### src/sv/ufct_pkg.sv
// Shared widths, defaults and result type for the union-find component tracker.
`default_nettype none

package ufct_pkg;

	localparam int NODE_W        = 10;
	localparam int COUNT_W       = 11;
	localparam int MAX_NODES_DEF = 1024;

	typedef struct packed {
		logic               merged;
		logic [COUNT_W-1:0] component_total;
		logic [COUNT_W-1:0] largest_set;
		logic               bad_node;
	} result_t;

	typedef struct packed {
		logic load;
		logic slot_free;
	} slot_ctl_t;

endpackage

`default_nettype wire

### src/sv/ufct_if.sv
// Valid/ready channel interfaces for edge items and result items.
`default_nettype none


interface ufct_result_if
	import ufct_pkg::*;
();
	logic               valid;
	logic               ready;
	logic               merged;
	logic [COUNT_W-1:0] component_total;
	logic [COUNT_W-1:0] largest_set;
	logic               bad_node;

	modport source (output valid, output merged, output component_total,
		output largest_set, output bad_node, input ready);
	modport sink   (input valid, input merged, input component_total,
		input largest_set, input bad_node, output ready);
endinterface

`default_nettype wire

### src/sv/ufct_out_slot.sv
// Output register that holds one finished result item until the sink takes it.
`default_nettype none

module ufct_out_slot
	import ufct_pkg::*;
(
	input  wire logic    clk,
	input  wire logic    arst_n,
	input  wire logic    load,
	input  wire result_t res,
	output slot_ctl_t    ctl,
	ufct_result_if.source result_out
);

	logic    valid_q;
	result_t res_q;

	always_comb begin
		ctl.load      = load;
		ctl.slot_free = !valid_q || result_out.ready;
	end

	always_ff @(posedge clk or negedge arst_n) begin
		if (!arst_n) begin
			valid_q <= 1'b0;
			res_q   <= '0;
		end else if (load) begin
			valid_q <= 1'b1;
			res_q   <= res;
		end else if (result_out.ready) begin
			valid_q <= 1'b0;
		end
	end

	assign result_out.valid           = valid_q;
	assign result_out.merged          = res_q.merged;
	assign result_out.component_total = res_q.component_total;
	assign result_out.largest_set     = res_q.largest_set;
	assign result_out.bad_node        = res_q.bad_node;

endmodule

`default_nettype wire

### src/flat_wrapper.sv
// flat-port wrapper written by rule: the top's interface ports become plain ports
module ufct_out_slot_flat import ufct_pkg::*;
  (clk, arst_n, load, res, ctl, result_out_valid, result_out_merged, result_out_component_total, result_out_largest_set, result_out_bad_node, result_out_ready);
  ufct_result_if result_out_i ();
  input  wire logic clk;
  input  wire logic arst_n;
  input  wire logic load;
  input  wire result_t res;
  output slot_ctl_t ctl;
  output wire logic [$bits(result_out_i.valid)-1:0] result_out_valid;
  output wire logic [$bits(result_out_i.merged)-1:0] result_out_merged;
  output wire logic [$bits(result_out_i.component_total)-1:0] result_out_component_total;
  output wire logic [$bits(result_out_i.largest_set)-1:0] result_out_largest_set;
  output wire logic [$bits(result_out_i.bad_node)-1:0] result_out_bad_node;
  input wire logic [$bits(result_out_i.ready)-1:0] result_out_ready;
  assign result_out_valid = result_out_i.valid;
  assign result_out_merged = result_out_i.merged;
  assign result_out_component_total = result_out_i.component_total;
  assign result_out_largest_set = result_out_i.largest_set;
  assign result_out_bad_node = result_out_i.bad_node;
  assign result_out_i.ready = result_out_ready;
  ufct_out_slot u_core (.clk(clk), .arst_n(arst_n), .load(load), .res(res), .ctl(ctl), .result_out(result_out_i));
endmodule
### config.mk
export PLATFORM = sky130hd
export DESIGN_NAME = ufct_out_slot_flat
export DESIGN_NICKNAME = d
export VERILOG_FILES = /design/src/sv/ufct_pkg.sv /design/src/sv/ufct_if.sv /design/src/sv/ufct_out_slot.sv /design/src/flat_wrapper.sv
export SDC_FILE = /design/constraint.sdc
export NUM_CORES = 1
export LEC_CHECK = 0
export BUFFER_PORTS_ARGS = -buffer_cell sky130_fd_sc_hd__buf_4
export CORE_UTILIZATION = 43
export DETAILED_ROUTE_END_ITERATION = 10
export PLACE_DENSITY = 0.84
export SYNTH_ARGS = -nofsm -noshare
export SYNTH_HDL_FRONTEND = slang
export SYNTH_SLANG_ARGS = --single-unit
### constraint.sdc
create_clock -name clk -period 1.1 [get_ports clk]
set_clock_uncertainty 0.15 [all_clocks]
set_input_delay 0.22 -clock clk [delete_from_list [all_inputs] [get_ports clk]]
set_output_delay 0.22 -clock clk [all_outputs]
set_load 0.1 [all_outputs]
==> results_dict.tcl, run 1 <==
set metrics [dict create \
    outcome "did not finish" \
    stop_stage "clock tree synthesis" \
    first-error "[ERROR DPL-0033] detailed placement checks failed during check placement." \
    ys_seq_elements 25 \
    port_buffers 54 \
    synth_adder_area_share_pct 0 \
    async_reset_ff_share_pct 100.0 \
    postCtsResizedCells 80 \
    dp.final_hpwl_um 1648 \
    ys_top_cells_by_count "25 x dfrtp_1, 19 x mux2_4, 5 x mux2_2" \
    die_w_um 51.15 \
    synthXorXnorAreaFrac_pct 0 \
    ys.flop_type "dfrtp_1" \
    synth_top_area_share_pct 60.24 \
    cts_setup_buffers 5 \
    synth_cells 55 \
    synth_area_leaders "dfrtp_1 60%, mux2_4 27%, mux2_2 5.4%, buf_12 3.9%, nand2b_1 1.2%" \
    syn-cell-area_sq_um 1038 \
    synth_compound_area_share_pct 0 \
    yosysWarnings 0 \
    globalplace.congestion 0.7092 \
    ctsHoldBuffers 25 \
    yosysMostFrequentCell "dfrtp_1" \
    syn_nets 83 \
    post_synth_num_cell_types 7 \
    boundaryPins 55 \
    synth_edf_count 0 \
    htreeDepth 1 \
    cts_buffers 3 \
    rows 17 \
    pre_cts_ws_ns -0.09308 \
    ys_seq_area_share_pct 60.24 \
    cts_sinks 25 \
    synth_top_family_by_area "multiplexers" \
    cts.path.max_buffers 2 \
    start_util_pct 46.06 \
    die_y_um 51.15 \
    synthSimpleGateAreaFrac_pct 1.205 \
    avgSynthCellArea_sq_um 18.88 \
    yosysTopAreaCell "dfrtp_1" \
    clock-root-buffer "clkbuf_4" \
    synthMuxAreaShare_pct 32.89 \
]
==> through the flow <==
step / setup TNS, ns / utilization (%) / std cells / cell area, sq um / hold WS, ns
floorplan: -2.189 / - / 55 / 1140 / -0.2256
global placement: -0.2776 / 69.26 / 135 / 1562 / -0.01516
detailed placement: -0.4868 / 69.26 / 135 / 1562 / -0.01136
==> logic make-up after synthesis <==
group | Yosys count
flops | 25
simple gates | 2
mux | 24
buf+inv | 4
==> run 2: changes to the inputs <==
CORE_AREA = 2 2 63 65   (was default)
CORE_UTILIZATION = default   (was 43)
DIE_AREA = 0 0 65 67   (was default)
PLACE_DENSITY = default   (was 0.84)
PLACE_DENSITY_LB_ADDON = 0.15   (was default)
==> results_dict.tcl, run 2 <==
set metrics [dict create \
    num_vias 670 \
    cts_buffers 3 \
    antenna_found_initial 0 \
    routed_wl_um 2228 \
    min_period_ns 1.375 \
    grt_pass1_wl_um 3484 \
    power.total_mw 3.096 \
    die_y_um 67 \
    place_inst 156 \
    relSlewSlack_pct 78.94 \
    final_area_sq_um 1974 \
    remaining_drc_errors 0 \
    globalplace.congestion 0.6023 \
    post_dp_cell_area_sq_um 1594 \
    ir_worst_vdd_mv 0.7177 \
    port_buffers 54 \
    yosysMostFrequentCell "dfrtp_1" \
    area_delta_synth_final_pct 90.12 \
    yosysTopAreaCell "dfrtp_1" \
    synth_area_leaders "dfrtp_1 60%, mux2_4 27%, mux2_2 5.4%, buf_12 3.9%, nand2b_1 1.2%" \
    whs_path_depth 2 \
    start_kind "register" \
    ys_seq_area_share_pct 60.24 \
    route.detailed.wl_per_inst_um 13.75 \
    syn-cell-area_sq_um 1038 \
    drv_cap 0 \
    htreeDepth 1 \
    final_common_cell "buf_4" \
    drtIter0Drc 3 \
    fmax_mhz 727.1 \
    finalSetupViolations 27 \
    min_period_over_period_pct 125.0 \
    grt_max_degree 26 \
    final_cell_mix "30 x buf_4, 27 x buf_12, 25 x dfrtp_4, 19 x mux2_4, 5 x mux2_2" \
    violations "setup timing" \
    rsz0062_at_grt "yes" \
    worstPathMaxFanout 2 \
    avgSynthCellArea_sq_um 18.88 \
    track_usage_pct 10.41 \
    die_w_um 65 \
    rr_worst_depth 2 \
    cp_slowest_cell "dfrtp_4" \
    totalNegativeSetupSlack_ns -5.286 \
    boundaryPins 55 \
    finalNonFillerCells 162 \
    worst_pin_slew_ns 0.3158 \
    dr.pass1.iters 2 \
    ant_nets 0 \
    synth_top_area_share_pct 60.24 \
    worstSetupEndpointType "primary output" \
    vias_per_cell 4.136 \
    post_synth_num_cell_types 7 \
    slowest_delay_ns 0.49 \
    layout-drive-gt1-share_pct 98.25 \
    clock-root-buffer "clkbuf_8" \
    crit_arrival_ns 1.01 \
    hold_path_class "input port to register" \
    die-area_sq_um 4355 \
    start_util_pct 28.80 \
    synth_cells 55 \
    crit_chain "nand2b_4 -> buf_12" \
    nets 143 \
    leakage_nw 0.8889 \
    maxSlewViolCount 0 \
    grt_overflow_total 0 \
    pwr_density_cell_nw_per_um2 1568 \
    cts_sinks 25 \
    worst_slack_ns -0.2754 \
    synth_edf_count 0 \
    num_antenna_cells 0 \
    outcome "finished, violations left" \
    core-area_sq_um 3606 \
    yosysWarnings 0 \
    async_reset_ff_share_pct 100.0 \
    cts.path.max_buffers 2 \
    grt_pass1_vias 731 \
    pre_cts_ws_ns -0.08884 \
    clk_pin_slew_worst_paths_ns 0.08 \
    ys.flop_type "dfrtp_1" \
    hold_violations 0 \
    ys_seq_elements 25 \
    rows 22 \
    ys_top_cells_by_count "25 x dfrtp_1, 19 x mux2_4, 5 x mux2_2" \
    crit_type "register to primary output" \
    insertion_delay_ns 0.25 \
    syn_nets 83 \
    cp.required_ns 0.73 \
    cts_tree "built" \
]
run 2: cell counts after synthesis:
Identical to the previous run, type by type.
run 2: worst max-delay path, delay by kind of cell (launching register included):
kind | cells | cell delay, ns
flip-flops | 1 | 0.49
buffers and inverters | 1 | 0.17
AND/OR/NAND/NOR | 1 | 0.09
run 2: metal layers:
metal	GRT usage [%]	up-vias	wire, um	part of all wire (%)
met5	0	-	0	0
li1	-	303	-	-
met4	2.394	0	0	0
met2	18.69	25	1285	58
met3	2.027	0	132	5.9
met1	12.87	342	810	36
run 2: power by group:
part           leakage [nW]  internal [mW]  switching, mW
combinational         0.595          0.566          0.846
clock                0.0255          0.252          0.261
sequential            0.269           1.07          0.102
run 2: cells by family (layout without fill, tap and decap cells):
kind of cell | count (synthesis) | after routing | share of synthesized area [%]
DFF | 25 | 25 | 60.24
muxes | 24 | 24 | 32.89
buffers and inverters | 4 | 63 | 5.663
and+or+nand+nor | 2 | 2 | 1.205
run 2: path summary, 6_finish.rpt:
kind	start	endpoint	slack [ns]
worst min register to register	u_core.result_out.component_total[2]$_DFFE_PN0P_	u_core.result_out.component_total[2]$_DFFE_PN0P_	0.45
worst max-delay path	u_core.result_out.valid$_DFFE_PN0P_	ctl[0]	-0.28
max in group asynchronous	arst_n	u_core.result_out.component_total[4]$_DFFE_PN0P_	0.28
worst min-delay path	res[20]	u_core.result_out.component_total[8]$_DFFE_PN0P_	0.04
min in group asynchronous	arst_n	u_core.result_out.largest_set[4]$_DFFE_PN0P_	0.25
worst max register to register	u_core.result_out.component_total[0]$_DFFE_PN0P_	u_core.result_out.component_total[0]$_DFFE_PN0P_	-0.04
run 2: per-stage QoR:
stage | hold slack [ns] | utilization, %
6_report | 0.03779 | 54.75
5_1_grt | 0.02942 | 54.75
4_1_cts | 0.03011 | 54.44
3_5_place_dp | -0.005749 | 44.21
3_3_place_gp | -0.008771 | 44.21
2_1_floorplan | -0.2256 | -
run 2: timing repair:
action | in CTS | in global routing
buffers inserted | 0 | 1
resized for setup | 75 | 1
hold buffers | 1 | 0
setup endpoints to repair | 26 | 26
hold endpoints to repair | 25 | 0
run 2: area by class of cell:
type / instances / area [sq um]
clock buffers: 3 / 41.29
fillers: 305 / 1632
repair buffers: 59 / 787.0
flip-flops and latches: 25 / 719.4
clock inverters: 1 / 5.005
multi-input cells: 26 / 361.6
well taps: 48 / 60.06
No activity file was read; power rests on OpenSTA's default activity.
==> run 3: changes to the inputs <==
clock period = 1.3 ns   (was 1.1 ns; I/O delays follow)
==> results_dict.tcl, run 3 (synthesis gave the netlist of run 2 again) <==
set metrics [dict create \
    outcome "finished, violations left" \
    violations "setup timing" \
    grt_max_degree 26 \
    cts_tree "built" \
    cts_buffers 3 \
    globalplace.congestion 0.5647 \
    worst_pin_slew_ns 0.3150 \
    busiest_layer "met2" \
    crit_arrival_ns 1.01 \
    die_y_um 67 \
    crit-reg2reg-launch "u_core.result_out.largest_set[0]$_DFFE_PN0P_" \
    routed_wl_um 2139 \
    final_common_cell "buf_4" \
    remaining_drc_errors 0 \
    die-area_sq_um 4355 \
    layout-drive-gt1-share_pct 97.39 \
    die_w_um 65 \
    use_met1_pct 13.80 \
    hold_violations 0 \
    hold_path_class "input port to register" \
    drtIter0Drc 23 \
    min_period_ns 1.418 \
    drv_cap 0 \
    fillers 320 \
    dp.final_hpwl_um 1489 \
    clock-root-buffer "clkbuf_8" \
    crit_type "register to primary output" \
    rsz0062_at_grt "yes" \
    final_cell_mix "32 x buf_4, 24 x buf_12, 24 x dfrtp_2, 19 x mux2_4, 5 x mux2_2" \
    start_util_pct 28.80 \
    pre_cts_ws_ns 0.06674 \
    route.detailed.wl_per_inst_um 13.12 \
    dr.pass1.iters 4 \
    relSlewSlack_pct 79.00 \
    antenna_found_initial 0 \
    insertion_delay_ns 0.26 \
    port_buffers 54 \
    worstPathMaxFanout 2 \
    maxSlewViolCount 0 \
    nets 144 \
    grt_pass1_wl_um 3567 \
    htreeDepth 1 \
    num_vias 670 \
    clk_pin_slew_worst_paths_ns 0.08 \
    start_kind "register" \
    worstSetupEndpointType "primary output" \
    vias_per_cell 4.110 \
    boundaryPins 55 \
    num_antenna_cells 0 \
    grt_overflow_total 0 \
    rows 22 \
    pwr_density_cell_nw_per_um2 1360 \
    leakage_nw 0.8791 \
    finalNonFillerCells 163 \
    min_period_over_period_pct 109.1 \
    cts_sinks 25 \
    finalSetupViolations 2 \
    place_inst 155 \
    whs_ns 0.07303 \
    fmax_mhz 705.3 \
    track_usage_pct 10.89 \
    startpoint "u_core.result_out.valid$_DFFE_PN0P_" \
    area_delta_synth_final_pct 82.41 \
    cts.path.max_buffers 2 \
    grtUsageMet3_pct 1.520 \
    ir_worst_vdd_mv 0.5704 \
    grtUsageMet2_pct 17.65 \
    worst_slack_ns -0.1179 \
    cp.required_ns 0.89 \
    core-area_sq_um 3606 \
    grt_pass1_vias 767 \
    ant_nets 0 \
    worstHoldStart "res[13]" \
]
## run 3: worst paths after layout
check / slack [ns] / cells past startpoint / endpoint
setup reg to reg: 0.22 / 2 / u_core.result_out.largest_set[0]$_DFFE_PN0P_
setup / recovery: -0.12 / 2 / ctl[0]
hold / removal: 0.07 / 2 / u_core.result_out.component_total[1]$_DFFE_PN0P_
max in group asynchronous: 0.45 / 2 / u_core.result_out.valid$_DFFE_PN0P_
hold reg to reg: 0.39 / 1 / u_core.result_out.component_total[2]$_DFFE_PN0P_
min in group asynchronous: 0.28 / 2 / u_core.result_out.valid$_DFFE_PN0P_
## run 3: through the flow
stage	setup TNS, ns	utilization (%)	area, sq um	power [mW]
after floorplan	-0.03095	-	1080	1.679
after global placement	0	42.33	1526	1.905
after detailed placement	0	42.33	1526	1.911
after CTS	-0.2501	46.91	1692	2.442
after global routing	-0.4969	52.53	1894	2.688
final	-0.2214	52.53	1894	2.577
## run 3: cell type report
cell class | count | area (sq um) | share of cell area, %
clock buffer | 4 | 45.04 | 2.378
multi-input combinational | 26 | 361.6 | 19.09
sequential | 25 | 659.4 | 34.81
tap | 48 | 60.06 | 3.170
timing repair buffer | 60 | 768.2 | 40.55
## run 3: power by group
group / switching, mW / total (mW) / leakage [nW] / internal, mW
clock network: 0.226 / 0.444 / 0.0228 / 0.219
registers: 0.0822 / 0.952 / 0.267 / 0.870
logic: 0.715 / 1.18 / 0.590 / 0.465
total: 1.02 / 2.58 / 0.879 / 1.55
## run 3: critical path: stages, from the launching register on
cell and delay [ns]:
dfrtp_4 0.49, nand2b_4 0.09, buf_12 0.17
## run 3: repair_timing
action	4_1_cts	5_1_grt
setup buffers	1	2
hold buffers	1	0
pin swaps	0	0
endpoints found under the hold margin	25	0
cloned	0	0
resized for setup	27	43
endpoints found under the setup margin	26	26
## run 3: layer usage
layer	wire length, um	part of all wire (%)
met1	843	39
met5	0	0
met3	114	5.3
met4	27	1.3
met2	1153	54
==> run 4: changes to the inputs <==
clock period = 1.7 ns   (was 1.3 ns; I/O delays follow)
==> results_dict.tcl, run 4 (synthesis gave the netlist of run 2 again) <==
set metrics [dict create \
    slowest_delay_ns 0.41 \
    die_y_um 67 \
    dr.pass1.iters 2 \
    crit_chain "nand2b_2 -> buf_4" \
    route.detailed.wl_per_inst_um 11.97 \
    final_cell_mix "54 x buf_4, 24 x dfrtp_1, 19 x mux2_4, 5 x mux2_2, 3 x clkbuf_8" \
    hold_violations 0 \
    track_usage_pct 9.410 \
    totalNegativeSetupSlack_ns 0 \
    cts_tree "built" \
    outcome "completed" \
    cp_slowest_cell "dfrtp_2" \
    path_delay_family "flip-flops" \
    crit_type "register to primary output" \
    clock-root-buffer "clkbuf_8" \
    grt_pass1_vias 682 \
    final_common_cell "buf_4" \
    start_util_pct 28.80 \
    place_inst 154 \
    crit_arrival_ns 1.02 \
    fmax_mhz 661.0 \
    cts_sinks 25 \
    worstSetupEndpointType "primary output" \
    layout-drive-gt1-share_pct 75.68 \
    rows 22 \
    cp.required_ns 1.21 \
    maxSlewViolCount 0 \
    port_buffers 54 \
    drtIter0Drc 5 \
    cts_buffers 3 \
    switchingPower_uw 742.2 \
    internal-power_mw 1.022 \
    pwr_density_cell_nw_per_um2 1157 \
    insertion_delay_ns 0.26 \
    min_period_over_period_pct 88.99 \
    rsz0062_at_grt "no" \
    critPathBufInv 1 \
    ir_worst_vdd_mv 0.2833 \
    grt_pass1_wl_um 3056 \
    globalplace.congestion 0.6127 \
    min_period_ns 1.513 \
    dp.final_hpwl_um 1376 \
    die_w_um 65 \
    relSlewSlack_pct 79.19 \
    swShare_pct 42.07 \
    num_antenna_cells 0 \
    num_vias 639 \
    clk_pin_slew_worst_paths_ns 0.08 \
    worstPathMaxFanout 2 \
    nets 140 \
    vias_per_cell 4.019 \
    hold_path_class "input port to register" \
    ant_nets 0 \
    clkPwrFrac_pct 19.1 \
    finalSetupViolations 0 \
    seqPwrFrac_pct 38.9 \
    cts.path.max_buffers 2 \
    worst_pin_slew_ns 0.3121 \
    finalNonFillerCells 159 \
    leakage_nw 0.7675 \
    remaining_drc_errors 0 \
    p_comb_share_pct 42.0 \
    grt_overflow_total 0 \
    area_delta_synth_final_pct 46.75 \
    core-area_sq_um 3606 \
    postCtsResizedCells 0 \
    antenna_found_initial 0 \
    die-area_sq_um 4355 \
    boundaryPins 55 \
    routed_wl_um 1904 \
    htreeDepth 1 \
    start_kind "register" \
    grt_max_degree 26 \
    drv_cap 0 \
]
## run 4: stage by stage
stage	hold WS, ns	instance area [sq um]	setup slack (ns)	utilization, %	power [mW]
floorplan	-0.1056	1042	0.08919	-	1.269
global placement	0.1148	1469	0.3682	40.74	1.440
detailed placement	0.1162	1469	0.3627	40.74	1.442
CTS	0.1449	1524	0.1690	42.26	1.793
global route	0.1336	1524	0.1281	42.26	1.847
finish	0.1552	1524	0.1872	42.26	1.764
## run 4: power groups by stage
stage                     registers, mW  logic (mW)  clock network [mW]
after global routing              0.694       0.763               0.390
after detailed placement          0.698       0.744                   0
final                             0.686       0.741               0.337
after floorplan                    1.13       0.139                   0
after global placement            0.696       0.744                   0
after CTS                         0.687       0.747               0.359
## run 4: path summary, 6_finish.rpt
| kind | slack (ns) | depth (start not counted) | to | from |
|---|---|---|---|---|
| worst min-delay path | 0.16 | 2 | u_core.result_out.component_total[5]$_DFFE_PN0P_ | res[17] |
| max in group asynchronous | 0.78 | 2 | u_core.result_out.valid$_DFFE_PN0P_ | arst_n |
| worst max register to register | 0.76 | 1 | u_core.result_out.component_total[10]$_DFFE_PN0P_ | u_core.result_out.component_total[10]$_DFFE_PN0P_ |
| worst min register to register | 0.37 | 1 | u_core.result_out.component_total[0]$_DFFE_PN0P_ | u_core.result_out.component_total[0]$_DFFE_PN0P_ |
| min in group asynchronous | 0.36 | 2 | u_core.result_out.component_total[8]$_DFFE_PN0P_ | arst_n |
| worst max-delay path | 0.19 | 2 | ctl[0] | u_core.result_out.valid$_DFFE_PN0P_ |
## run 4: layout make-up
type,count,area [sq um]
flip-flops and latches,25,626.9
fillers,337,2082
multi-input cells,26,356.6
repair buffers,56,435.4
well taps,48,60.06
clock buffers,4,45.04
## run 4: metal layers
metal | global-route usage (%) | wire length (um) | up-vias
li1 | - | - | 298
met1 | 11.40 | 807 | 316
met2 | 15.46 | 956 | 23
met3 | 1.351 | 112 | 2
met4 | 6.383 | 27 | 0
met5 | 0 | 0 | -
## run 4: timing repair
item,4_1_cts,5_1_grt
hold buffers,1,0
buffers inserted,0,0
hold endpoints to repair,25,0
